[src/rtl/sba_ram.sv]
// Generic simple dual-port RAM: one write port, one read port, registered read.
// No dependencies.
module sba_ram #(
   parameter int WIDTH  = 32,
   parameter int DEPTH  = 128,
   parameter int ADDR_W = (DEPTH > 1) ? $clog2(DEPTH) : 1
) (
   input  logic              clock,
   input  logic              wr_en,
   input  logic [ADDR_W-1:0] wr_addr,
   input  logic [WIDTH-1:0]  wr_data,
   input  logic              rd_en,
   input  logic [ADDR_W-1:0] rd_addr,
   output logic [WIDTH-1:0]  rd_data
);

   logic [WIDTH-1:0] mem_ff [DEPTH];
   logic [WIDTH-1:0] rd_data_ff;

   // Write and registered read
   always_ff @(posedge clock) begin
      if (wr_en) begin
         mem_ff[wr_addr] <= wr_data;
      end
      if (rd_en) begin
         rd_data_ff <= mem_ff[rd_addr];
      end
   end

   assign rd_data = rd_data_ff;

endmodule

[config.mk]
export PLATFORM = sky130hd
export DESIGN_NAME = sba_ram
export DESIGN_NICKNAME = d
export VERILOG_FILES = /design/src/rtl/sba_ram.sv
export SDC_FILE = /design/constraint.sdc
export NUM_CORES = 2
export LEC_CHECK = 0
export ABC_CLOCK_PERIOD_IN_PS = 4800
export BUFFER_PORTS_ARGS = -buffer_cell sky130_fd_sc_hd__buf_2
export CORE_MARGIN = 8
export CORE_UTILIZATION = 40
export CTS_CLUSTER_DIAMETER = 80
export DETAILED_ROUTE_END_ITERATION = 10
export PLACE_DENSITY = 0.6
export SYNTH_ARGS = -nofsm -noshare
export SYNTH_HDL_FRONTEND = slang
export SYNTH_SLANG_ARGS = --single-unit
[constraint.sdc]
create_clock -name clock -period 4.8 [get_ports clock]
set_input_delay 0.72 -clock clock [delete_from_list [all_inputs] [get_ports clock]]
set_output_delay 0.72 -clock clock [all_outputs]
set_load 0.02 [all_outputs]
==> qor.txt <==
=====================================================================================
GRT Overall Usage                                                               20.7%
Clock transition at path regs                                                 0.06 ns
Final period utilization                                                        68.8%
Largest cells by area after synthesis                                    edfxtp_1 (79%), mux4_2 (19%), clkbuf_1 (0.44%)
F_max                                                                         303 MHz
Total length of routed wires                                                   430 mm
Cell area after synthesis                                                   0.157 mm²
CP max FO                                                                          56
Post-detailed-route count of antenna-violating nets                                 0
CTS Hold Buffers Added                                                              0
Data arrival at the endpoint of the critical path                             3.95 ns
Routed WL per cell                                                            35.6 µm
Fraction of synthesized cell area taken by the top area cell type               79.2%
Routability cong.                                                               0.817
Syn Nets                                                                        6,039
Number of primary I/O pins                                                         81
RSZ-0062 raised after global routing                                               no
Worst min-delay path category                                               in -> reg
Largest net degree at the start of global routing                                  98
Total power consumption of the routed design                                  75.4 mW
Root buf cell                                                               clkbuf_16
Post-synthesis cell count                                                       5,990
HPWL reported at the end of detailed placement                                 244 mm
1st-pass router iterations                                                          6
Placement Rows                                                                    229
Placed cell count                                                              11,300
Sequential element share of the synthesized area                                79.2%
Transition time at the pin with the least slew margin                         1.34 ns
Height of the die                                                              642 µm
WS Path Type                                                                in -> reg
Clock latency on the worst-skew pair                                          0.91 ns
Final number of max-transition violations                                           0
Cell type with the highest aggregate area in the netlist                     edfxtp_1
Multi-input combinational cell area                                        0.0323 mm²
Status                                                                      completed
Required time reported for the critical path endpoint                         5.45 ns
Crit-path most repeated cell                                                   mux4_2
Worst stage delay on the critical path                                        0.68 ns
CTS Buf Count                                                                     404
Grt met1 use                                                                    28.4%
Worst slew margin                                                               10.5%
Flip-flop and latch area                                                    0.124 mm²
Reported leakage power                                                        54.7 nW
Netlist cell types                                                                 16
Deepest level of the CTS H-tree                                                     5
Number of sinks driven by the clock tree                                        4,128
Number of global-route vias before repair                                      72,100
Post-CTS setup buffer count                                                         0
Setup Viol. Count Final                                                             0
Critical Path Slowest Stage Cell                                               mux4_2
Average size of a mapped cell                                                26.1 µm²
Clock tree from TritonCTS                                                         yes
Wire length of the first global-routing pass                                   593 mm
Die area                                                                    0.412 mm²
Worst setup skew after layout                                               0.0651 ns
Min Clock Period, post-route                                                  3.30 ns
Leading cell types in the layout, fill and taps excluded                 edfxtp_1 (4,128), mux4_2 (1,344), clkbuf_16 (411)
Most frequent standard cell in the layout excluding fill and tap cells       edfxtp_1
Post-Place Worst Slack                                                       0.580 ns
Number of remaining DRC errors                                                      0
Area of the placeable core                                                  0.389 mm²
Fill cells                                                                     31,400
Final global-route overflow total                                                   0
CTS Buffer Depth                                                                    4
Total of buffers placed on input and output ports                                  80
Worst setup SP type                                                        input port
Initial antenna violation count                                                    67
Final sum of negative setup slack                                                0 ns
Endpoints failing hold                                                              0
Number of warnings issued by yosys                                                  0
Count of vias placed by the detailed router                                    71,600
Power density over the cells                                               419 mW/mm²
CP endpoint kind                                                             register
GR met3 Demand/Resource                                                         3.51%
Number of instances resized during post-cts repair                                  0
Global routing met2 resource utilization                                        33.5%
Drt via density                                                                  5.93
Cells along the critical path                                            buf_8 > buf_12 > buf_12 > mux4_2 > mux4_2 > mux4_2 > mux2_2
Flip-flop and latch count after synthesis                                       4,128
Worst VDD drop                                                             0.000344 V
Slack of the critical path                                                    1.50 ns
Register-to-register setup slack                                              2.02 ns
Fin cells                                                                      12,100
Share of post-route cells with drive strength above 1                           36.6%
Maximum Capacitance Violations                                                      0
Starting DRC count in detailed routing                                         10,400
Number of nets in the final layout                                              6,553
Relative area change from synthesis to final layout                             14.9%
Busiest layer in global routing                                                  met2
X dimension of the die                                                         642 µm
Starting density of the core                                                    40.2%
=====================================================================================
[kinds of logic (layout without fill, tap and decap cells)]
kind of cell           count (synthesis)  count (layout)  share of synthesized area [%]
DFF                                 4128            4128                           79.2
buffers and inverters                316            1152                          0.837
muxes                               1376            1376                           19.6
other                                  0              57                              0
and+or+nand+nor                      170             170                          0.445
[layout make-up]
type | count | share of cell area, %
well taps | 5197 | 3.61
diodes | 57 | 0.0793
repair buffers | 424 | 2.23
clock inverters | 245 | 1.36
clock buffers | 483 | 5.87
flip-flops and latches | 4128 | 68.9
multi-input cells | 1546 | 17.9
[metal layers]
| metal | up-vias | share of wire [%] |
|---|---|---|
| met3 | 592 | 8.6 |
| met4 | 14 | 4.1 |
| met2 | 3477 | 49 |
| li1 | 27600 | - |
| met1 | 40000 | 39 |
| met5 | - | 0.021 |
[where the power goes]
part           switching [mW]  internal, mW  leakage [nW]
Combinational            2.43          1.51          11.3
Sequential              0.148          39.9          37.1
Clock                    13.4          18.1          6.35
Total                    16.0          59.4          54.7
[path summary, 6_finish.rpt]
kind                    end           start  cells after the start
max              rd_data[1]      rd_addr[2]                      7
min          mem_ff[84][16]     wr_data[16]                      1
max reg2reg     rd_data[10]  mem_ff[45][10]                      4
min reg2reg      rd_data[0]   mem_ff[22][0]                      4
[critical path, delay by kind of cell]
family / cells / cell delay [ns]
buffers and inverters: 3 / 1.08
muxes: 4 / 1.99
[cell usage after synthesis]
cell,number
nand4_1,3
nor2b_1,7
nor3_1,9
buf_6,2
nand3_1,12
nand2b_1,2
mux2_2,32
nor2_1,122
edfxtp_1,4128
or3_1,1
mux4_2,1344
nand2_1,14
buf_2,79
buf_4,3
clkbuf_1,182
buf_1,50
[stage by stage]
step                instance area [µm²]  utilization, %  hold WS, ns
global route                     180000            46.2        0.131
finish                           180000            46.2        0.154
floorplan                        157000               -        0.819
CTS                              180000            46.2        0.102
detailed placement               167000            42.8         1.09
global placement                 167000            42.8         1.07
[sequential cells by signal, summed over array words and instances (netlist names)]
signal / cells
mem_ff: 4096
rd_data: 32
No activity file was read; power rests on OpenSTA's default activity.
