File: config.mk
export PLATFORM = sky130hd
export DESIGN_NAME = sba_ctrl
export DESIGN_NICKNAME = d
export VERILOG_FILES = /design/src/rtl/sba_pkg.sv /design/src/rtl/sba_ctrl.sv
export SDC_FILE = /design/constraint.sdc
export NUM_CORES = 1
export LEC_CHECK = 0
export ABC_AREA = 1
export BUFFER_PORTS_ARGS = -buffer_cell sky130_fd_sc_hd__clkbuf_2
export CELL_PAD_IN_SITES_DETAIL_PLACEMENT = 0
export CELL_PAD_IN_SITES_GLOBAL_PLACEMENT = 2
export CORE_MARGIN = 3
export CORE_UTILIZATION = 27
export DETAILED_ROUTE_END_ITERATION = 10
export PLACE_DENSITY_LB_ADDON = 0.1
export SLEW_MARGIN = 40
export SYNTH_ARGS = -nofsm -noshare
export SYNTH_HDL_FRONTEND = slang
export SYNTH_SLANG_ARGS = --single-unit
File: constraint.sdc
create_clock -name clock -period 2.5 [get_ports clock]
set_input_delay 0.25 -clock clock [delete_from_list [all_inputs] [get_ports clock]]
set_output_delay 0.25 -clock clock [all_outputs]
set_load 0.02 [all_outputs]
File: src/rtl/sba_pkg.sv
// Shared types, field widths and codes for the sector bitmap allocator.
// No dependencies; every other file of the block but sba_ram imports this package.
package sba_pkg;

   // Map geometry
   localparam int NUM_SECTORS_DEF = 4096;
   localparam int SECTOR_BYTES    = 512;
   localparam int SECTOR_SHIFT    = $clog2(SECTOR_BYTES);
   localparam int WORD_BITS       = 32;
   localparam int WORD_SHIFT      = $clog2(WORD_BITS);

   // Field widths
   localparam int OP_W     = 2;
   localparam int BYTES_W  = 22;
   localparam int START_W  = 12;
   localparam int COUNT_W  = 13;
   localparam int RSV_W    = 13;
   localparam int STATUS_W = 2;

   localparam logic [RSV_W-1:0] RESERVED_RESET = RSV_W'(152);

   typedef enum logic [OP_W-1:0] {
      OP_FORMAT = 2'd0,
      OP_FIND   = 2'd1,
      OP_ALLOC  = 2'd2,
      OP_FREE   = 2'd3
   } op_type;

   typedef enum logic [STATUS_W-1:0] {
      ST_DONE      = 2'd0,
      ST_NOT_FOUND = 2'd1,
      ST_CLIPPED   = 2'd2
   } status_type;

   typedef struct packed {
      op_type               operation;
      logic [BYTES_W-1:0]   byte_size;
      logic [START_W-1:0]   start_sector;
      logic [COUNT_W-1:0]   sector_count;
   } req_type;

   typedef struct packed {
      logic [START_W-1:0]   run_start;
      status_type           status;
   } rsp_type;

   // Controller to datapath
   typedef struct packed {
      logic load;
      logic fill;
      logic mark;
      logic find;
   } cmd_type;

   // Datapath to controller
   typedef struct packed {
      logic done;
   } sts_type;

endpackage

File: src/rtl/sba_ctrl.sv
// Controller state machine of the sector bitmap allocator.
// Depends on sba_pkg for the command, status and operation types.
module sba_ctrl (
   input  logic            clock,
   input  logic            reset,
   input  logic            start,
   input  sba_pkg::op_type req_op,
   input  sba_pkg::sts_type sts,
   output sba_pkg::cmd_type cmd,
   output logic            busy,
   output logic            rsp_valid
);
   import sba_pkg::*;

   typedef enum logic [5:0] {
      S_IDLE  = 6'b000001,
      S_CLEAR = 6'b000010,
      S_FILL  = 6'b000100,
      S_MARK  = 6'b001000,
      S_FIND  = 6'b010000,
      S_RESP  = 6'b100000
   } state_type;

   state_type state_ff, state_in;

   // Pick the next state
   always_comb begin
      state_in = state_ff;
      unique case (state_ff)
         S_IDLE: begin
            if (start) begin
               unique case (req_op) inside
                  OP_FORMAT:         state_in = S_FILL;
                  OP_FIND:           state_in = S_FIND;
                  OP_ALLOC, OP_FREE: state_in = S_MARK;
                  default:           state_in = S_MARK;
               endcase
            end
         end
         S_CLEAR: begin
            if (sts.done) state_in = S_IDLE;
         end
         S_FILL, S_MARK, S_FIND: begin
            if (sts.done) state_in = S_RESP;
         end
         S_RESP:  state_in = S_IDLE;
         default: state_in = S_IDLE;
      endcase
   end

   // Clear the map after reset before the first request
   always_ff @(posedge clock) begin
      if (reset) begin
         state_ff <= S_CLEAR;
      end else begin
         state_ff <= state_in;
      end
   end

   // Drive commands and handshake
   always_comb begin
      cmd.load  = (state_ff == S_IDLE) && start;
      cmd.fill  = (state_ff == S_CLEAR) || (state_ff == S_FILL);
      cmd.mark  = (state_ff == S_MARK);
      cmd.find  = (state_ff == S_FIND);
   end

   assign busy      = (state_ff != S_IDLE);
   assign rsp_valid = (state_ff == S_RESP);

endmodule

==> flow_summary.json, run 1 <==
{
  "net_switching_component_of_the_power_w": 0.0001615,
  "top_register": "state_ff",
  "final_max_slew_viol_count": 0,
  "worst_path_required_ps": 2250,
  "asyncSetResetFlopFracSynth_pct": 0,
  "powerDensity_mw_per_mm2": 744.1,
  "largest_net_degree_at_the_start_of_global_routing": 7,
  "crit_path_top_delay_cell": "sky130_fd_sc_hd__dfxtp_1",
  "synth.net_count": 66,
  "syn_area_um2": 435.4,
  "drive_gt1_share_pct": 43.24,
  "ys_ff_latch": 6,
  "ys.flop_type": "sky130_fd_sc_hd__dfxtp_1",
  "timing.reg2reg.setup_slack_ps": 1260,
  "fin_hold_ws_ps": 227.4,
  "tritoncts_clock_tree": "done",
  "timing.hold.worst.start": "reset",
  "synth-adder-area-share_pct": 0,
  "worstSetupEndpointType": "primary output",
  "drcViolationCount": 0,
  "grt_pass1_vias": 365,
  "post_synth_main_area_contributors": "sky130_fd_sc_hd__dfxtp_1 (28%), sky130_fd_sc_hd__bufinv_8 (8.0%), sky130_fd_sc_hd__inv_1 (7.8%)",
  "path_cells": "nor2_2 -> nand4_2 -> nor2_1 -> clkbuf_2",
  "global_route.overflow_total": 0,
  "synth_top_family_by_area": "simple AND/OR/NAND/NOR gates",
  "met2WireLength_um": 389,
  "largestRegisters": "state_ff x6",
  "setup_repair_after_global_routing_missed_its_margin": "no",
  "met1_length_um": 350,
  "detailroute.wirelength.met3_um": 65,
  "top_layer_used": "met4",
  "post_synth_and_or_nand_nor_area_fraction_pct": 50.57,
  "max_slew.worst_pin.slew_ps": 198.2,
  "synthToLayoutAreaGrowth_pct": 22.13,
  "start_util_pct": 31.13,
  "placement_rows": 13,
  "io-pin-count": 12,
  "power.share.clock_pct": 22.5,
  "synthCells": 60,
  "remaining_number_of_nets_flagged_by_the_antenna_check_after_routing": 0,
  "place.gp.congestion": 0.6815,
  "run_status": "completed",
  "worst-path-buf-inv": 1,
  "crit_path_max_fanout": 5,
  "grt_first_pass_wirelength_um": 1490,
  "max_h_tree_level": 1,
  "cts_made_buffers": 3,
  "timing.hold.worst_path_depth": 2,
  "horizontal_die_dimension_um": 46.16,
  "dp_hpwl_um": 710.5,
  "clkSlewWorstSetupHoldPaths_ps": 40,
  "ys_seq_area_share_pct": 27.59,
  "mean_cell_area_of_the_mapped_netlist_um2": 7.257,
  "grt_antenna_before_repair": 0,
  "synth_commonest_cells": "sky130_fd_sc_hd__inv_1 (9), sky130_fd_sc_hd__nand2_1 (9), sky130_fd_sc_hd__nor2_1 (9), sky130_fd_sc_hd__dfxtp_1 (6)",
  "finalHoldViolations": 0,
  "crit_type": "reg -> out",
  "antenna-diode-count": 0,
  "swShare_pct": 40.82,
  "r2r-start": "state_ff[3]",
  "maxCapViolCount": 0,
  "dr_total_vias": 395,
  "tns_ps": 0,
  "post-synth-top-area-cell": "sky130_fd_sc_hd__dfxtp_1",
  "largest_register_ff_count": 6,
  "worst_min_delay_path_class": "in -> reg",
  "via_per_inst": 4.438,
  "ctsResizeCount": 0,
  "seq_power_share_pct": 33.0,
  "port_buffers": 11,
  "fin_skew_ps": 0.9364,
  "whs_endpoint": "state_ff[3]",
  "max-vdd-ir-drop_mv": 0.2495,
  "synth-edff-count": 0,
  "maxClockFrequency_mhz": 641.0,
  "clock_path_buffers": 2,
  "cp_slowest_stage_delay_ps": 340,
  "fp.dieH_um": 46.16,
  "ys_warn_count": 0,
  "synth-compound-area-share_pct": 3.161,
  "worstRegToRegCells": 8,
  "drt-initial-drc-count": 7,
  "post-cts-setup-buffers": 0,
  "timing.final.crit_period_ps": 1560,
  "synth.area.mux_share_pct": 0,
  "power.internal_w": 0.0002342,
  "total_iterations_of_the_first_detailed_routing_run": 2,
  "ys_types": 20,
  "cts.sink_count": 6,
  "dieArea_mm2": 0.002130,
  "post_synthesis_xor_xnor_area_fraction_pct": 0,
  "cp_top_family": "simple AND/OR/NAND/NOR gates",
  "setup-violations-final": 0,
  "post_drt_wl_per_cell_um": 9.393,
  "cp_data_arrival_time_ps": 1310,
  "final_period_util_pct": 62.40,
  "global_route.usage.total_pct": 10.29,
  "critical_path.reg2reg.endpoint": "state_ff[2]",
  "power.share.combinational_pct": 44.5,
  "slew_headroom_pct": 86.77,
  "setup.worst_path.start_class": "flip-flop",
  "cellLeakagePower_nw": 0.3167,
  "worstSkewPairLatency_ps": 240,
  "placeable_area_mm2": 0.001399,
  "count_of_nets_after_finishing": 82,
  "route.final.wire_length_um": 836,
  "yosysTopAreaCellShare_pct": 27.59,
  "clockRootBuffer": "sky130_fd_sc_hd__clkbuf_4",
  "cts.hold.buffers_added": 0
}
## layout by cell type, fill, tap and decap left out, drive strengths merged
master and n:
bufinv 2, nor2 12, nand3 6, nand2 14
clkbuf 14, nor3 3, nand4 3, a21oi 2
dfxtp 6, inv 11, clkinv 1
## how the worst max path moves through the flow
| stage | start | to | slack [ps] | cells after the start |
|---|---|---|---|---|
| 3_5_place_dp | state_ff[2] | cmd[3] | 1180 | 4 |
| 6_report | state_ff[3] | cmd[3] | 940 | 4 |
| 4_1_cts | state_ff[3] | cmd[3] | 920 | 4 |
| 3_3_place_gp | state_ff[3] | cmd[3] | 1210 | 4 |
| 5_1_grt | state_ff[3] | cmd[3] | 810 | 4 |
| 2_1_floorplan | state_ff[2] | state_ff[3] | 1050 | 5 |
## kinds of logic (layout without fill, tap and decap cells)
logic type / after synthesis / after routing
AND/OR/NAND/NOR: 38 / 38
AO/OA/AOI/OAI: 2 / 2
buffers and inverters: 14 / 28
flip-flops: 6 / 6
## metal layers
layer	vias up	track usage [%]
met1	167	11.11
met2	10	15.38
li1	214	-
met5	-	0
met4	0	10.23
met3	4	3.125
## power by group through the flow
| stage | clock [W] | combinational (W) | sequential, W |
|---|---|---|---|
| floorplan | 0 | 0.000142 | 0.000130 |
| global placement | 0 | 0.000183 | 0.000133 |
| detailed placement | 0 | 0.000180 | 0.000132 |
| CTS | 0.0000918 | 0.000180 | 0.000131 |
| global route | 0.0000924 | 0.000202 | 0.000133 |
| finish | 0.0000890 | 0.000176 | 0.000130 |
## stage by stage
stage	instance area (um2)	utilization [%]	std cells	power, W	setup slack [ps]
6_report	531.8	38.01	89	0.0003957	940.0
5_1_grt	531.8	38.01	89	0.0004272	811.0
4_1_cts	531.8	38.01	89	0.0004027	919.4
3_5_place_dp	509.2	36.40	86	0.0003122	1184
3_3_place_gp	509.2	36.40	86	0.0003153	1206
2_1_floorplan	435.4	-	60	0.0002717	1053
## final cells by class
class                      count  area, um2
clock buffer                   3      22.52
fill                         161      867.1
inverter                      14      81.33
multi-input combinational     40      234.0
sequential                     6      120.1
tap                           15      18.77
timing repair buffer          11      55.05
## worst reg2reg max path: stages, from the launching register on
cell                      delay (ps)
sky130_fd_sc_hd__dfxtp_1         340
sky130_fd_sc_hd__nor2_2          190
sky130_fd_sc_hd__nand2_2          70
sky130_fd_sc_hd__nor3_2          150
sky130_fd_sc_hd__nand2_2         110
sky130_fd_sc_hd__nand3_4         130
sky130_fd_sc_hd__nand2_1          60
sky130_fd_sc_hd__nand2_1          50
sky130_fd_sc_hd__nor2_1           30
(Power assumes the default switching activity.)
==> run 2: changes to the inputs <==
- ABC_AREA: 1 -> 0
- CORE_UTILIZATION: 27 -> 25
- clock period: 2.5 -> 1.3 ns (I/O delays scaled with it)
==> flow_summary.json, run 2 <==
{
  "run_status": "finished, violations left",
  "violated_checks": "setup timing",
  "post-synth-top-area-cell": "sky130_fd_sc_hd__dfxtp_1",
  "clockRootBuffer": "sky130_fd_sc_hd__clkbuf_4",
  "top_register": "state_ff",
  "layout_common_cells": "sky130_fd_sc_hd__buf_4 (13), sky130_fd_sc_hd__clkbuf_2 (5)",
  "postLayoutSetupSlackWorst_ps": -89.23,
  "crit_path_max_fanout": 2,
  "placedCellCount": 72,
  "largest_net_degree_at_the_start_of_global_routing": 7,
  "ys_types": 25,
  "cellLeakagePower_nw": 0.2976,
  "dieArea_mm2": 0.002095,
  "layout.cells.non_filler": 79,
  "max-vdd-ir-drop_mv": 0.6337,
  "finish.utilization_pct": 50.41,
  "grt_pass1_vias": 415,
  "ys_warn_count": 0,
  "fp.dieH_um": 45.77,
  "fin_skew_ps": 4.062,
  "grt_use_met2_pct": 21.17,
  "seq_power_share_pct": 36.9,
  "powerDensity_mw_per_mm2": 785.5,
  "global_route.peak_usage_layer": "met2",
  "clock_path_buffers": 2,
  "largest_register_ff_count": 6,
  "drt-initial-drc-count": 1,
  "place.gp.congestion": 0.8064,
  "post_synthesis_xor_xnor_area_fraction_pct": 6.646,
  "drive_gt1_share_pct": 70.31,
  "synth-adder-area-share_pct": 0,
  "ys_ff_latch": 6,
  "synth_top_family_by_area": "simple AND/OR/NAND/NOR gates",
  "tns_ps": -309.2,
  "start_util_pct": 28.60,
  "post-route-cell-area_um2": 696.9,
  "timing.final.crit_period_ps": 1389,
  "route.final.wire_length_um": 1085,
  "post_synth_and_or_nand_nor_area_fraction_pct": 36.71,
  "clkSlewWorstSetupHoldPaths_ps": 50,
  "remaining_number_of_nets_flagged_by_the_antenna_check_after_routing": 0,
  "synth_commonest_cells": "sky130_fd_sc_hd__dfxtp_1 (6), sky130_fd_sc_hd__a32o_1 (3), sky130_fd_sc_hd__inv_1 (3)",
  "worstSkewPairLatency_ps": 240,
  "dr_total_vias": 398,
  "cp_data_arrival_time_ps": 1260,
  "placement_rows": 13,
  "port_buffers": 11,
  "layout_commonest_cell": "sky130_fd_sc_hd__buf_4",
  "asyncSetResetFlopFracSynth_pct": 0,
  "synth.net_count": 46,
  "cts.sink_count": 6,
  "yosys.cell_count.top_type": "sky130_fd_sc_hd__dfxtp_1",
  "placeable_area_mm2": 0.001383,
  "swShare_pct": 29.75,
  "setup_repair_after_global_routing_missed_its_margin": "yes",
  "cts_made_buffers": 3,
  "max_slew.worst_pin.slew_ps": 292.2,
  "power.internal_w": 0.0003845,
  "power.share.combinational_pct": 32.0,
  "net_switching_component_of_the_power_w": 0.0001629,
  "fin_hold_ws_ps": 112.2,
  "via_per_inst": 5.038,
  "tritoncts_clock_tree": "done",
  "setup.worst_path.start_class": "flip-flop",
  "global_route.usage.total_pct": 12.23,
  "post_drt_wl_per_cell_um": 13.73,
  "worstSetupEndpointType": "primary output",
  "setup-violations-final": 6,
  "worst_min_delay_path_class": "in -> reg",
  "ys_seq_area_share_pct": 30.38,
  "synth.area.mux_share_pct": 0,
  "synthCells": 40,
  "io-pin-count": 12,
  "crit_type": "reg -> out",
  "syn_area_um2": 395.4,
  "slew_headroom_pct": 80.46,
  "antenna-diode-count": 0,
  "yosysTopAreaCellShare_pct": 30.38,
  "dp_hpwl_um": 873.6,
  "finalHoldViolations": 0,
  "maxClockFrequency_mhz": 719.8,
  "post_synth_main_area_contributors": "sky130_fd_sc_hd__dfxtp_1 (30%), sky130_fd_sc_hd__a32o_1 (7.6%), sky130_fd_sc_hd__and4b_1 (5.1%)",
  "global_route.overflow_total": 0,
  "postPlaceCellArea_um2": 519.2,
  "count_of_nets_after_finishing": 72,
  "synth-edff-count": 0,
  "drcViolationCount": 0,
  "power.share.clock_pct": 31.2,
  "final_max_slew_viol_count": 0,
  "mean_cell_area_of_the_mapped_netlist_um2": 9.884,
  "worst_path_required_ps": 1170,
  "largestRegisters": "state_ff x6",
  "met3_global_route_usage_pct": 2.767,
  "synth-compound-area-share_pct": 18.67,
  "synthToLayoutAreaGrowth_pct": 76.27,
  "final_period_util_pct": 106.9,
  "max_h_tree_level": 1,
  "cts.hold.buffers_added": 0,
  "maxCapViolCount": 0,
  "grt_antenna_before_repair": 0,
  "horizontal_die_dimension_um": 45.77,
  "total_iterations_of_the_first_detailed_routing_run": 2,
  "ys.flop_type": "sky130_fd_sc_hd__dfxtp_1",
  "gr_layer_usage_met1_pct": 13.33,
  "grt_first_pass_wirelength_um": 1787
}
## run 2: cell count changes in the layout (fill, tap and decap cells not counted), moves of 3 or more
cell,delta
sky130_fd_sc_hd__clkbuf_2,-6
sky130_fd_sc_hd__nand3_1,-3
sky130_fd_sc_hd__nand2_1,-9
sky130_fd_sc_hd__buf_6,+3
sky130_fd_sc_hd__nand2_2,-4
sky130_fd_sc_hd__a32o_1,+3
sky130_fd_sc_hd__buf_4,+13
sky130_fd_sc_hd__inv_1,-6
sky130_fd_sc_hd__dfxtp_1,-4
sky130_fd_sc_hd__dfxtp_4,+3
sky130_fd_sc_hd__nor2_1,-9
## run 2: path summary, 6_finish.rpt
kind,from,end,slack (ps),cells after the start
worst max register to register,state_ff[1],state_ff[4],-30,4
worst min-delay path,req_op[0],state_ff[4],110,2
worst max-delay path,state_ff[0],cmd[2],-90,3
worst min register to register,state_ff[1],state_ff[1],660,2
## run 2: power by group through the flow
stage               Sequential, W  Clock (W)  Combinational (W)
floorplan                0.000203          0          0.0000776
global placement         0.000204          0           0.000123
detailed placement       0.000204          0           0.000125
CTS                      0.000203   0.000173           0.000154
global route             0.000203   0.000188           0.000190
finish                   0.000202   0.000171           0.000175
## run 2: logic make-up after synthesis
logic type / count (synthesis)
AOI/OAI and AO/OA: 8
and+or+nand+nor: 18
xor gates and xnor gates: 3
DFF: 6
buffers and inverters: 5
## run 2: worst max-delay path: stages, from the launching register on
cell and delay, ps:
sky130_fd_sc_hd__dfxtp_1 300, sky130_fd_sc_hd__or2_4 250, sky130_fd_sc_hd__nor4_2 280, sky130_fd_sc_hd__buf_4 190
## run 2: repair_timing
| item | CTS | global route |
|---|---|---|
| pin swaps | 10 | 7 |
| cloned | 0 | 0 |
| setup endpoints to repair | 11 | 12 |
| setup buffers | 1 | 3 |
| gates resized for setup | 23 | 12 |
## run 2: per-stage QoR
stage | total power, W | setup slack, ps
floorplan | 0.0002804 | -112.7
global placement | 0.0003266 | -32.41
detailed placement | 0.0003295 | -72.54
CTS | 0.0005295 | -119.5
global route | 0.0005811 | -128.8
finish | 0.0005474 | -89.23
## run 2: routing by layer
layer | part of all wire, % | up-vias
met5 | 0 | -
met4 | 1.5 | 0
met3 | 6.9 | 2
met2 | 53 | 12
met1 | 38 | 184
li1 | - | 200
## run 2: area by class of cell
| type | count | area, um2 |
|---|---|---|
| sequential | 6 | 132.6 |
| timing repair buffer | 23 | 183.9 |
| fill | 135 | 685.7 |
| clock buffer | 3 | 22.52 |
| inverter | 3 | 11.26 |
| multi-input combinational | 29 | 327.8 |
| tap | 15 | 18.77 |
